==> src/hdl/trapezoid_velocity_profile_unit_macros.svh <==
// Assertion macros for the trapezoid profile unit.
// Included by the top level only; depends on nothing else.
`ifndef TRAPEZOID_VELOCITY_PROFILE_UNIT_MACROS_SVH
`define TRAPEZOID_VELOCITY_PROFILE_UNIT_MACROS_SVH

// Same-cycle implication, checked outside reset.
`define TRAP_ASSERT_NOW(label, clk, rst_n, ante, cons, msg) \
    label: assert property (@(posedge clk) disable iff (!rst_n) (ante) |-> (cons)) \
        else $error(msg);

// Next-cycle implication, checked outside reset.
`define TRAP_ASSERT_NEXT(label, clk, rst_n, ante, cons, msg) \
    label: assert property (@(posedge clk) disable iff (!rst_n) (ante) |=> (cons)) \
        else $error(msg);

`endif

==> src/hdl/trap_pkg.sv <==
// Shared types and constants of the trapezoid profile unit.
// Used by trapezoid_velocity_profile_unit; depends on nothing.
package trap_pkg;

    localparam int CFG_INDEX_WIDTH = 3;
    localparam int IN_DATA_WIDTH   = 8;

    typedef enum logic [CFG_INDEX_WIDTH-1:0] {
        REG_START_POSITION  = 3'd0,
        REG_END_POSITION    = 3'd1,
        REG_START_VELOCITY  = 3'd2,
        REG_FINAL_VELOCITY  = 3'd3,
        REG_CRUISE_VELOCITY = 3'd4,
        REG_ACCEL_TICKS     = 3'd5,
        REG_DECEL_TICKS     = 3'd6,
        REG_TOTAL_TICKS     = 3'd7
    } cfg_index_t;

    typedef enum logic [7:0] {
        ST_IDLE  = 8'b0000_0001,
        ST_PHASE = 8'b0000_0010,
        ST_DIV   = 8'b0000_0100,
        ST_VEL   = 8'b0000_1000,
        ST_DIST  = 8'b0001_0000,
        ST_STEP  = 8'b0010_0000,
        ST_POS   = 8'b0100_0000,
        ST_OUT   = 8'b1000_0000
    } state_t;

endpackage

==> src/hdl/trap_div.sv <==
// Iterative signed-by-unsigned divider, one quotient bit per cycle.
// Truncates toward zero; a zero divisor gives zero. No package dependency.
module trap_div #(
    parameter int NUM_WIDTH = 33,
    parameter int DEN_WIDTH = 16
) (
    input  logic                        clk,
    input  logic                        rst_n,
    input  logic                        start,
    input  logic signed [NUM_WIDTH-1:0] num,
    input  logic        [DEN_WIDTH-1:0] den,
    output logic                        done,
    output logic signed [NUM_WIDTH-1:0] quo
);

    localparam int CNT_WIDTH = (NUM_WIDTH > 1) ? $clog2(NUM_WIDTH) : 1;

    logic                        busy_reg;
    logic                        fin_reg;
    logic                        done_reg;
    logic                        neg_reg;
    logic                        zden_reg;
    logic [CNT_WIDTH-1:0]        cnt_reg;
    logic [NUM_WIDTH-1:0]        dvd_reg;
    logic [DEN_WIDTH-1:0]        rem_reg;
    logic [DEN_WIDTH-1:0]        den_reg;
    logic signed [NUM_WIDTH-1:0] quo_reg;

    logic [NUM_WIDTH-1:0] mag;
    logic [DEN_WIDTH:0]   trial;
    logic [DEN_WIDTH:0]   diff;
    logic                 ge;

    assign mag   = num[NUM_WIDTH-1] ? NUM_WIDTH'(-num) : NUM_WIDTH'(num);
    assign trial = {rem_reg, dvd_reg[NUM_WIDTH-1]};
    assign diff  = trial - {1'b0, den_reg};
    assign ge    = !diff[DEN_WIDTH];

    always_ff @(posedge clk or negedge rst_n)
    begin
        if (!rst_n)
        begin
            busy_reg <= 1'b0;
            fin_reg  <= 1'b0;
            done_reg <= 1'b0;
            cnt_reg  <= '0;
        end
        else
        begin
            done_reg <= fin_reg && !start && !busy_reg;
            if (start)
            begin
                busy_reg <= 1'b1;
                cnt_reg  <= CNT_WIDTH'(NUM_WIDTH - 1);
            end
            else if (busy_reg)
            begin
                cnt_reg <= cnt_reg - CNT_WIDTH'(1);
                if (cnt_reg == '0)
                begin
                    busy_reg <= 1'b0;
                    fin_reg  <= 1'b1;
                end
            end
            else if (fin_reg)
            begin
                fin_reg  <= 1'b0;
            end
        end
    end

    always_ff @(posedge clk)
    begin
        if (start)
        begin
            dvd_reg  <= mag;
            rem_reg  <= '0;
            den_reg  <= den;
            neg_reg  <= num[NUM_WIDTH-1];
            zden_reg <= (den == '0);
        end
        else if (busy_reg)
        begin
            // shift one dividend bit in, keep the quotient bit on the right
            rem_reg <= ge ? diff[DEN_WIDTH-1:0] : trial[DEN_WIDTH-1:0];
            dvd_reg <= {dvd_reg[NUM_WIDTH-2:0], ge};
        end
        else if (fin_reg)
        begin
            if (zden_reg)
                quo_reg <= '0;
            else if (neg_reg)
                quo_reg <= NUM_WIDTH'(-dvd_reg);
            else
                quo_reg <= dvd_reg;
        end
    end

    assign done = done_reg;
    assign quo  = quo_reg;

endmodule

==> src/hdl/trapezoid_velocity_profile_unit.sv <==
// Channel    Dir  Handshake          Payload
// s_         in   s_tvalid/s_tready  s_tdata[0] restart
// m_         out  m_tvalid/m_tready  m_tdata position, velocity; m_tlast last_point
// cfg_       in   cfg_we             cfg_index, cfg_data
// Accel and decel ticks wait on the divider, which gives one quotient bit per cycle;
// cruise ticks skip it, and ticks that give no result are dropped while idle.
// One tick is worked on at a time; s_tready is high only while the sequencer idles.
// A finished point waits in the output register until taken; a new tick is accepted
// meanwhile, and its point waits in the last step until the register frees.
// Reset clears config, state, position, velocity and tick, not payload; no clearing pass needed.
// Depends on trap_pkg, trap_div and trapezoid_velocity_profile_unit_macros.svh.
`include "trapezoid_velocity_profile_unit_macros.svh"

module trapezoid_velocity_profile_unit #(
    parameter int VALUE_WIDTH = 32,
    parameter int COUNT_WIDTH = 16
) (
    input  logic                                   clk,
    input  logic                                   rst_n,
    input  logic                                   cfg_we,
    input  logic [trap_pkg::CFG_INDEX_WIDTH-1:0]   cfg_index,
    input  logic [((VALUE_WIDTH > COUNT_WIDTH) ? VALUE_WIDTH : COUNT_WIDTH)-1:0] cfg_data,
    input  logic                                   s_tvalid,
    output logic                                   s_tready,
    input  logic [trap_pkg::IN_DATA_WIDTH-1:0]     s_tdata,  // [0] restart
    output logic                                   m_tvalid,
    input  logic                                   m_tready,
    // position (lowest), velocity, then zero fill
    output logic [((2*VALUE_WIDTH+7)/8)*8-1:0]     m_tdata,
    output logic                                   m_tlast   // last_point
);

    localparam int VW = VALUE_WIDTH;
    localparam int CW = COUNT_WIDTH;
    localparam int OW = ((2*VALUE_WIDTH+7)/8)*8;

    // configuration
    logic signed [VW-1:0] start_pos_reg;
    logic signed [VW-1:0] end_pos_reg;
    logic signed [VW-1:0] start_vel_reg;
    logic signed [VW-1:0] final_vel_reg;
    logic signed [VW-1:0] cruise_vel_reg;
    logic [CW-1:0]        accel_reg;
    logic [CW-1:0]        decel_reg;
    logic [CW-1:0]        total_reg;

    // profile state
    trap_pkg::state_t     state_reg;
    trap_pkg::state_t     state_next;
    logic signed [VW-1:0] pos_reg;
    logic signed [VW-1:0] vel_reg;
    logic [CW-1:0]        tick_reg;
    logic                 active_reg;
    logic                 last_reg;
    logic signed [VW:0]   dist_reg;
    logic [VW:0]          mag_reg;
    logic                 dir_pos_reg;
    logic signed [VW:0]   step_reg;

    // output register
    logic                 m_valid_reg;
    logic signed [VW-1:0] m_pos_reg;
    logic signed [VW-1:0] m_vel_reg;
    logic                 m_last_reg;

    logic                 in_beat;
    logic                 restart;
    logic [CW-1:0]        tick_ld;
    logic                 go;
    logic                 in_accel;
    logic                 in_cruise;
    logic [CW:0]          tick_dec;
    logic [CW:0]          tick_inc;
    logic signed [VW:0]   acc_num;
    logic signed [VW:0]   dec_num;
    logic                 div_start;
    logic signed [VW:0]   div_num;
    logic [CW-1:0]        div_den;
    logic                 div_done;
    logic signed [VW:0]   div_quo;
    logic signed [VW+1:0] vel_sum;
    logic signed [VW:0]   dist_d;
    logic signed [VW:0]   ndist_d;
    logic signed [VW:0]   span;
    logic signed [VW:0]   vel_ext;
    logic signed [VW:0]   nvel_ext;
    logic                 mag_gt;
    logic signed [VW+1:0] pos_sum;
    logic                 out_free;

    function automatic logic signed [VW-1:0] sat_val(input logic signed [VW+1:0] s);
        logic signed [VW-1:0] r;
        if (!s[VW+1] && (s[VW:VW-1] != 2'b00))
            r = {1'b0, {(VW-1){1'b1}}};
        else if (s[VW+1] && (s[VW:VW-1] != 2'b11))
            r = {1'b1, {(VW-1){1'b0}}};
        else
            r = s[VW-1:0];
        return r;
    endfunction

    // configuration writes
    always_ff @(posedge clk or negedge rst_n)
    begin
        if (!rst_n)
        begin
            start_pos_reg  <= '0;
            end_pos_reg    <= '0;
            start_vel_reg  <= '0;
            final_vel_reg  <= '0;
            cruise_vel_reg <= '0;
            accel_reg      <= '0;
            decel_reg      <= '0;
            total_reg      <= '0;
        end
        else if (cfg_we)
        begin
            unique case (trap_pkg::cfg_index_t'(cfg_index))
                trap_pkg::REG_START_POSITION:  start_pos_reg  <= cfg_data[VW-1:0];
                trap_pkg::REG_END_POSITION:    end_pos_reg    <= cfg_data[VW-1:0];
                trap_pkg::REG_START_VELOCITY:  start_vel_reg  <= cfg_data[VW-1:0];
                trap_pkg::REG_FINAL_VELOCITY:  final_vel_reg  <= cfg_data[VW-1:0];
                trap_pkg::REG_CRUISE_VELOCITY: cruise_vel_reg <= cfg_data[VW-1:0];
                trap_pkg::REG_ACCEL_TICKS:     accel_reg      <= cfg_data[CW-1:0];
                trap_pkg::REG_DECEL_TICKS:     decel_reg      <= cfg_data[CW-1:0];
                trap_pkg::REG_TOTAL_TICKS:     total_reg      <= cfg_data[CW-1:0];
            endcase
        end
    end

    assign s_tready = (state_reg == trap_pkg::ST_IDLE);
    assign in_beat  = s_tvalid && s_tready;
    assign restart  = s_tdata[0];
    assign tick_ld  = restart ? '0 : tick_reg;
    assign go       = (restart || active_reg) && (tick_ld < total_reg);

    assign in_accel  = tick_reg < accel_reg;
    assign tick_dec  = {1'b0, tick_reg} + {1'b0, decel_reg};
    assign in_cruise = tick_dec < {1'b0, total_reg};
    assign tick_inc  = {1'b0, tick_reg} + {{CW{1'b0}}, 1'b1};
    // decel numerator is negated so both ramps add their quotient
    assign acc_num   = {cruise_vel_reg[VW-1], cruise_vel_reg}
                     - {start_vel_reg[VW-1], start_vel_reg};
    assign dec_num   = {final_vel_reg[VW-1], final_vel_reg}
                     - {cruise_vel_reg[VW-1], cruise_vel_reg};
    assign div_start = (state_reg == trap_pkg::ST_PHASE) && (in_accel || !in_cruise);
    assign div_num   = in_accel ? acc_num : dec_num;
    assign div_den   = in_accel ? accel_reg : decel_reg;

    trap_div #(
        .NUM_WIDTH (VW + 1),
        .DEN_WIDTH (CW)
    ) u_div (
        .clk   (clk),
        .rst_n (rst_n),
        .start (div_start),
        .num   (div_num),
        .den   (div_den),
        .done  (div_done),
        .quo   (div_quo)
    );

    assign vel_sum  = {{2{vel_reg[VW-1]}}, vel_reg} + {div_quo[VW], div_quo};
    assign dist_d   = {end_pos_reg[VW-1], end_pos_reg} - {pos_reg[VW-1], pos_reg};
    assign ndist_d  = {pos_reg[VW-1], pos_reg} - {end_pos_reg[VW-1], end_pos_reg};
    assign span     = {end_pos_reg[VW-1], end_pos_reg} - {start_pos_reg[VW-1], start_pos_reg};
    assign vel_ext  = {vel_reg[VW-1], vel_reg};
    assign nvel_ext = -vel_ext;
    assign mag_gt   = $signed({1'b0, mag_reg}) > $signed({vel_reg[VW-1], vel_ext});
    assign pos_sum  = {{2{pos_reg[VW-1]}}, pos_reg} + {step_reg[VW], step_reg};
    assign out_free = !m_valid_reg || m_tready;

    always_comb
    begin
        state_next = state_reg;
        unique case (state_reg)
            trap_pkg::ST_IDLE:
                if (in_beat && go)
                    state_next = trap_pkg::ST_PHASE;
            trap_pkg::ST_PHASE:
                state_next = div_start ? trap_pkg::ST_DIV : trap_pkg::ST_DIST;
            trap_pkg::ST_DIV:
                if (div_done)
                    state_next = trap_pkg::ST_VEL;
            trap_pkg::ST_VEL:  state_next = trap_pkg::ST_DIST;
            trap_pkg::ST_DIST: state_next = trap_pkg::ST_STEP;
            trap_pkg::ST_STEP: state_next = trap_pkg::ST_POS;
            trap_pkg::ST_POS:  state_next = trap_pkg::ST_OUT;
            trap_pkg::ST_OUT:
                if (out_free)
                    state_next = trap_pkg::ST_IDLE;
            default: state_next = trap_pkg::ST_IDLE;
        endcase
    end

    always_ff @(posedge clk or negedge rst_n)
    begin
        if (!rst_n)
        begin
            state_reg   <= trap_pkg::ST_IDLE;
            pos_reg     <= '0;
            vel_reg     <= '0;
            tick_reg    <= '0;
            active_reg  <= 1'b0;
            m_valid_reg <= 1'b0;
        end
        else
        begin
            state_reg <= state_next;
            // load a finished point, or drop the taken one
            if ((state_reg == trap_pkg::ST_OUT) && out_free)
                m_valid_reg <= 1'b1;
            else if (m_tready)
                m_valid_reg <= 1'b0;
            unique case (state_reg)
                trap_pkg::ST_IDLE:
                    if (in_beat)
                    begin
                        if (restart)
                        begin
                            pos_reg  <= start_pos_reg;
                            vel_reg  <= start_vel_reg;
                            tick_reg <= '0;
                        end
                        active_reg <= go;
                    end
                trap_pkg::ST_PHASE:
                    if (!in_accel && in_cruise)
                        vel_reg <= cruise_vel_reg;
                trap_pkg::ST_VEL:
                    vel_reg <= sat_val(vel_sum);
                trap_pkg::ST_POS:
                begin
                    pos_reg  <= sat_val(pos_sum);
                    tick_reg <= tick_inc[CW-1:0];
                    if (last_reg)
                        active_reg <= 1'b0;
                end
                default:
                begin
                end
            endcase
        end
    end

    // payload registers
    always_ff @(posedge clk)
    begin
        if (state_reg == trap_pkg::ST_PHASE)
            last_reg <= (tick_inc == {1'b0, total_reg});
        if (state_reg == trap_pkg::ST_DIST)
        begin
            dist_reg    <= dist_d;
            mag_reg     <= dist_d[VW] ? ndist_d : dist_d;
            dir_pos_reg <= !span[VW] && (span != '0);
        end
        if (state_reg == trap_pkg::ST_STEP)
        begin
            // land on the end position once it is within one velocity step
            if (mag_gt)
                step_reg <= dir_pos_reg ? vel_ext : nvel_ext;
            else
                step_reg <= dist_reg;
        end
        if ((state_reg == trap_pkg::ST_OUT) && out_free)
        begin
            m_pos_reg  <= pos_reg;
            m_vel_reg  <= vel_reg;
            m_last_reg <= last_reg;
        end
    end

    assign m_tvalid = m_valid_reg;
    assign m_tdata  = OW'({m_vel_reg, m_pos_reg});
    assign m_tlast  = m_last_reg;

    `TRAP_ASSERT_NOW(a_div_done_in_wait, clk, rst_n, div_done,
        state_reg == trap_pkg::ST_DIV, "divider finished outside its wait state")

    `TRAP_ASSERT_NEXT(a_last_ends_run, clk, rst_n,
        (state_reg == trap_pkg::ST_POS) && last_reg, !active_reg,
        "profile still active after its last point")

    `TRAP_ASSERT_NEXT(a_idle_tick_dropped, clk, rst_n,
        in_beat && !restart && !active_reg, state_reg == trap_pkg::ST_IDLE,
        "tick without restart started work while idle")

    `TRAP_ASSERT_NEXT(a_hold_pending_point, clk, rst_n,
        (state_reg == trap_pkg::ST_OUT) && m_valid_reg && !m_tready,
        (state_reg == trap_pkg::ST_OUT) && m_valid_reg,
        "pending point overrun while output stalled")

endmodule
==> config.mk <==
export PLATFORM = sky130hd
export DESIGN_NAME = trapezoid_velocity_profile_unit
export DESIGN_NICKNAME = d
export VERILOG_FILES = /design/src/hdl/trap_pkg.sv /design/src/hdl/trap_div.sv /design/src/hdl/trapezoid_velocity_profile_unit.sv
export VERILOG_INCLUDE_DIRS = /design/src /design/src/hdl
export SDC_FILE = /design/constraint.sdc
export NUM_CORES = 2
export LEC_CHECK = 0
export ABC_AREA = 0
export BUFFER_PORTS_ARGS = -buffer_cell sky130_fd_sc_hd__buf_2
export CAP_MARGIN = 20
export CORE_MARGIN = 1
export CORE_UTILIZATION = 55
export CTS_CLUSTER_DIAMETER = 30
export DETAILED_ROUTE_END_ITERATION = 7
export PLACE_DENSITY = 0.72
export SYNTH_ARGS = -nofsm -noshare
export SYNTH_HDL_FRONTEND = slang
export SYNTH_SLANG_ARGS = --single-unit
export TNS_END_PERCENT = 100
==> constraint.sdc <==
create_clock -name clk -period 13.05 [get_ports clk]
set_input_delay 0.6525 -clock clk [delete_from_list [all_inputs] [get_ports clk]]
set_output_delay 0.6525 -clock clk [all_outputs]
set_load 0.005 [all_outputs]
* Word level (Yosys, flattened, before mapping)
Index checks and enable logic that the tools add are counted.
Operators by class: shifts and indexed selects 0, divide/modulo/power cells 0, muxes and demuxes 41, $lt $le $gt $ge 4, reductions and logical operators 50, $mul 0, equality and inequality tests 26, bitwise gates (word level) 2, add/subtract/negate cells 14
Operator list (number):
- 32-bit two-way mux | 10
- 33-bit two-way mux | 7
- 32-bit by 32-bit subtractor with 33-bit output | 5
- 32-bit case mux with 3 select lines | 1
- 32-bit by 33-bit adder with 34-bit output | 2
- 33-bit negator | 2
- 16-bit two-way mux | 4
- 32-bit case mux with 2 select lines | 1
- 8-bit case mux with 8 select lines | 1
- 34-bit by 32-bit > comparator with 1-bit output | 1
- 32-bit negator with 33-bit output | 1
- 33-bit nonzero test | 1
- 16-bit < comparator | 2
- 16-bit case mux with 2 select lines | 1
- 8-bit two-way mux | 3
- 2-bit AND reduction | 10
- 16-bit by 1-bit adder with 17-bit output (second input constant) | 1
- 16-bit by 16-bit adder with 17-bit output | 1
- 17-bit by 16-bit == test with 1-bit output | 1
- 17-bit by 16-bit < comparator with 1-bit output | 1
- 17-bit by 16-bit subtractor with 17-bit output | 1
- 16-bit zero test | 1
- 1-bit logical AND | 13
- 3-bit == test (second input constant) | 4
- other kinds (26) | 62
Word-level totals: bits in read-only memories 0, word-level logic and storage cells 170, memories 0, RAM bits 0, register bits 573, output and inout bits 67, bits in latches 0

* Logic depth before layout (Yosys ltp)
word-level depth 8, mapped depth 28

* Hierarchy
From an unflattened synthesis, not the netlist that was laid out.
Second synthesis, totals: cells, all modules 4274, area total of the unflattened synthesis 40113.5 sq um
Modules (own cells, without submodules):
- trapezoid_velocity_profile_unit | sequential area each 12413.2 sq um, instances 1, cells an instance 3650, area an instance 33833.7 sq um
- trap_div | sequential area each 3067.9 sq um, instances 1, cells an instance 624, area an instance 6279.8 sq um

* Worst setup path before layout
OpenSTA, ideal clock, no wires.
path kind flip-flop to flip-flop, start point register tick_reg[1], end point register u_div.quo_reg[0] (netlist: u_div.quo[0]) (enable), setup time 0.423 ns, stages on the path, launching flop included 25, setup slack 6.488 ns, clock period less this slack 6.562 ns, required time 12.627 ns, arrival 6.139 ns, path through dfrtp_1 ha_1 a21o_1 a21oi_1 o21ai_0 a21oi_1 o21bai_1 a21oi_1 o21bai_1 a21o_1 a21oi_1 o21bai_1 xor2_1 ha_1 nor2b_1 o21ai_0 nand2_1 or4_1 a21oi_1 o21a_1 o21a_1 nand2b_1 buf_2 nand2b_1 nor2_1
Between the ends: cells in the longest elaborated chain, start to end 7
RTL lines:
- start, declared | RTL line trapezoid_velocity_profile_unit.sv:52 | logic [CW-1:0] tick_reg;
- start signal, assigned | RTL line trapezoid_velocity_profile_unit.sv:235 | tick_reg <= tick_inc[CW-1:0];
- 16-bit by 16-bit adder with 17-bit output | RTL line trapezoid_velocity_profile_unit.sv:138 | assign tick_dec = {1'b0, tick_reg} + {1'b0, decel_reg};
- 17-bit by 16-bit < comparator with 1-bit output | RTL line trapezoid_velocity_profile_unit.sv:139 | assign in_cruise = tick_dec < {1'b0, total_reg};
- 1-bit zero test | RTL line trapezoid_velocity_profile_unit.sv:146 | assign div_start = (state_reg == trap_pkg::ST_PHASE) && (in_accel || !in_cruise);
- 1-bit logical OR * | RTL line trapezoid_velocity_profile_unit.sv:146
- 1-bit logical AND * | RTL line trapezoid_velocity_profile_unit.sv:146
- 1-bit NOT (no line) *
- 3-bit AND reduction (no line) *
- end signal, assigned | RTL line trap_div.sv:93 | quo_reg <= NUM_WIDTH'(-dvd_reg);
- end signal, assigned | RTL line trap_div.sv:95 | quo_reg <= dvd_reg;
- end, declared | RTL line trap_div.sv:27 | logic signed [NUM_WIDTH-1:0] quo_reg;
Every way passes the cells marked *; elsewhere a longest branch is shown, timed or not. A chain may end at the register's enable or synchronous reset.

* Worst setup path after layout
start point register tick_reg[2], end point register vel_reg[2]
Between the ends: cells in the longest elaborated chain, start to end 5
RTL lines:
- 16-bit by 16-bit adder with 17-bit output / 16-bit < comparator (equally long branches) | RTL line trapezoid_velocity_profile_unit.sv:138, trapezoid_velocity_profile_unit.sv:137
- 17-bit by 16-bit < comparator with 1-bit output / 1-bit zero test (equally long branches) | RTL line trapezoid_velocity_profile_unit.sv:139, trapezoid_velocity_profile_unit.sv:228
- 1-bit logical AND * | RTL line trapezoid_velocity_profile_unit.sv:228 | if (!in_accel && in_cruise)
- 2-bit by 1-bit != test with 1-bit output (no line) *
- 4-bit AND reduction (no line) *
- end signal, assigned | RTL line trapezoid_velocity_profile_unit.sv:222 | vel_reg <= start_vel_reg;
- end signal, assigned | RTL line trapezoid_velocity_profile_unit.sv:229 | vel_reg <= cruise_vel_reg;
- end signal, assigned | RTL line trapezoid_velocity_profile_unit.sv:231 | vel_reg <= sat_val(vel_sum);
- end, declared | RTL line trapezoid_velocity_profile_unit.sv:51 | logic signed [VW-1:0] vel_reg;
Marked as above.

==> run metrics <==
status=completed; Starting DRT DRC Count=2897; Setup crit start kind=register; fin cells=5583; Pwr Total=12100 µW; Worst-Margin Slew=1.13 ns; setup tns final=0 ns; FF+latch area=15500 µm²; initial antenna violation count=3; Most used DFF post-synth=dfrtp_1; largest net degree at the start of global routing=91; Post-Syn Nets=4810; average cell area after synthesis=9.05 µm²; Critical Path RT=13.58 ns; Multi-input gate area=22600 µm²; I/O pin total=115; vias in the first global route=31934; final WL=117000 µm; clock skew=0.0275 ns; Post-Syn Instances=4412; final critical-path setup slack=5.69 ns; num rows=98; worst-case clock buffer depth=3; Final Max Slew Viols=0; Initial Util=0.558; CTS buffer count=135; Synth Cell Area=39900 µm²; Fillers=5785; synth unique cells=94; Period minus WS final=7.36 ns; PostCTS Resize Cnt=0; PwrDens=262 nW/µm²; first-pass GRT wire length=180000 µm; Hold Crit Start=s_tvalid; grt ovf=0; Crit Path Max Fanout=72; slew margin rel.=0.245; reg2reg start=tick_reg[2]; Setup-failing EPs final=0; clock tree from TritonCTS=done; peak supply drop=218 µV; crit path from=tick_reg[2]; period utilization=0.564; # DRC=0; sequential element share of the synthesized area=0.388; Final Hold Viols=0; crit end category=register; Post-synth EDFFs=249; Layout Area Growth over Synthesis=15.8%; via/cell ratio=6.03; Post-synth ARST share=0.537; dpl cells=5326; Max Cap Viol=0; share of cells above drive strength 1=0.113; Nets=4915; TritonCTS sink count=572; CTS Hold Bufs=1; Reg2Reg Setup Slack=5.69 ns; Die W=271 µm; gpl congestion=0.952; CTS clk-pin slew, worst paths=0.05 ns; DR WL/cell=20.9 µm; flops & latches, synth=572; Post-CTS Setup Repair Bufs=0; antenna-violating nets left=0; worst setup path class=reg2reg; port bufs=107; GR Util All Layers=0.315; leakage power=0.0203 µW; Crit path arrival time=7.89 ns; die area=73700 µm²; most frequent cells in the layout=447 x nand2_1, 357 x o21ai_0, 346 x nor2_1; H-tree levels=4; detailed-router iteration count before antenna repair=6; worst hold path type=in2reg; dpl hpwl=86600 µm; clock root cell=clkbuf_16; die height=271 µm; Vias=33672; RSZ-0062 raised after global routing=no; pre-CTS WS=5.76 ns; Clock Latency Late Sink=0.73 ns; Warnings, synthesis=0; CORE AREA=71600 µm²; commonest non-fill, non-tap cell in the layout=nand2_1; Max Clk Rate=0.136 GHz
[area by class of cell]
class	count	share of cell area
Timing Repair Buffer	146	0.0188
Sequential cell	572	0.335
Inverter	334	0.0271
Clock inverter	72	0.0225
Antenna cell	2	0.000108
Clock buffer	179	0.0821
Tap cell	950	0.0257
Multi-Input combinational cell	3328	0.489
[routing by layer]
metal | part of all wire | wire length [µm] | GRT usage
met5 | 0 | 0 | 0
met4 | 0.036 | 4200 | 0.129
met3 | 0.071 | 8310 | 0.0549
met2 | 0.45 | 52200 | 0.484
met1 | 0.45 | 51900 | 0.441
[power breakdown]
part           internal (µW)  switching, µW
Clock                   2360           1150
Combinational           2260           3360
Sequential              2460            524
[logic make-up after synthesis]
group | after synthesis | share of synthesized area
AOI/OAI and AO/OA | 1276 | 0.200
muxes | 145 | 0.0392
buffers and inverters | 512 | 0.0488
xor gates and xnor gates | 305 | 0.0669
DFF | 572 | 0.388
adders and majority gates | 350 | 0.111
and+or+nand+nor | 1252 | 0.146
[synth_stat cells (all sizes together) (11+ instances only)]
cell	count	share of area
edfxtp	249	0.19
or2	13	0.0020
o31ai	36	0.0076
mux2	91	0.026
xnor2	189	0.041
nand3b	13	0.0024
ha	341	0.11
xor2	116	0.025
nor4	26	0.0041
o21bai	34	0.0064
a31oi	75	0.012
nand3	67	0.0084
o21ai	402	0.050
nor2	350	0.033
o21a	36	0.0068
dfxtp	16	0.0080
nand2	447	0.042
or3	25	0.0043
a221oi	11	0.0024
nand2b	41	0.0064
mux2i	54	0.014
a21o	130	0.024
a2111oi	14	0.0032
and3	45	0.0071
dfrtp	306	0.19
a211oi	45	0.0085
o31a	16	0.0035
a21oi	286	0.036
clkbuf	162	0.015
a22oi	30	0.0056
inv	334	0.031
and2	16	0.0025
buf	16	0.0021
o22ai	33	0.0052
nor3b	14	0.0026
o211ai	15	0.0028
or4	14	0.0030
nor3	70	0.0088
a211o	13	0.0029
nor2b	43	0.0067
nand4	41	0.0064
[metrics by stage]
step	instance area [µm²]	hold WS, ns	util
6_report	46200	0.221	0.646
5_1_grt	46200	0.218	0.646
4_1_cts	46200	0.186	0.645
3_5_place_dp	41300	0.472	0.577
3_3_place_gp	41300	0.478	0.577
2_1_floorplan	39900	0.357	-
[worst paths after layout]
kind                                  to  cells past startpoint
max                           vel_reg[2]                     26
min                         state_reg[1]                      3
max reg2reg                   vel_reg[2]                     26
min reg2reg                      m_tlast                      0
max in group asynchronous    pos_reg[27]                      5
min in group asynchronous  accel_reg[14]                      2
[worst max-delay path: stages, from the launching register on]
cell,delay (ns)
dfrtp_1,0.58
ha_1,0.35
a21oi_1,0.21
o21ai_0,0.11
a21oi_1,0.22
o21bai_1,0.09
a21oi_1,0.23
o21bai_1,0.10
a21o_1,0.21
a21oi_1,0.20
o21ai_0,0.11
a21oi_1,0.20
xnor2_1,0.10
ha_1,0.20
a211oi_1,0.26
nand2_1,0.11
or4_1,0.40
a21oi_1,0.15
o21a_1,0.12
o21a_1,0.15
nand2b_2,0.12
buf_4,0.56
inv_2,0.54
a21oi_2,0.23
buf_4,0.40
o21a_1,0.95
a31oi_1,0.18
Power figures use the tool's default switching activity.
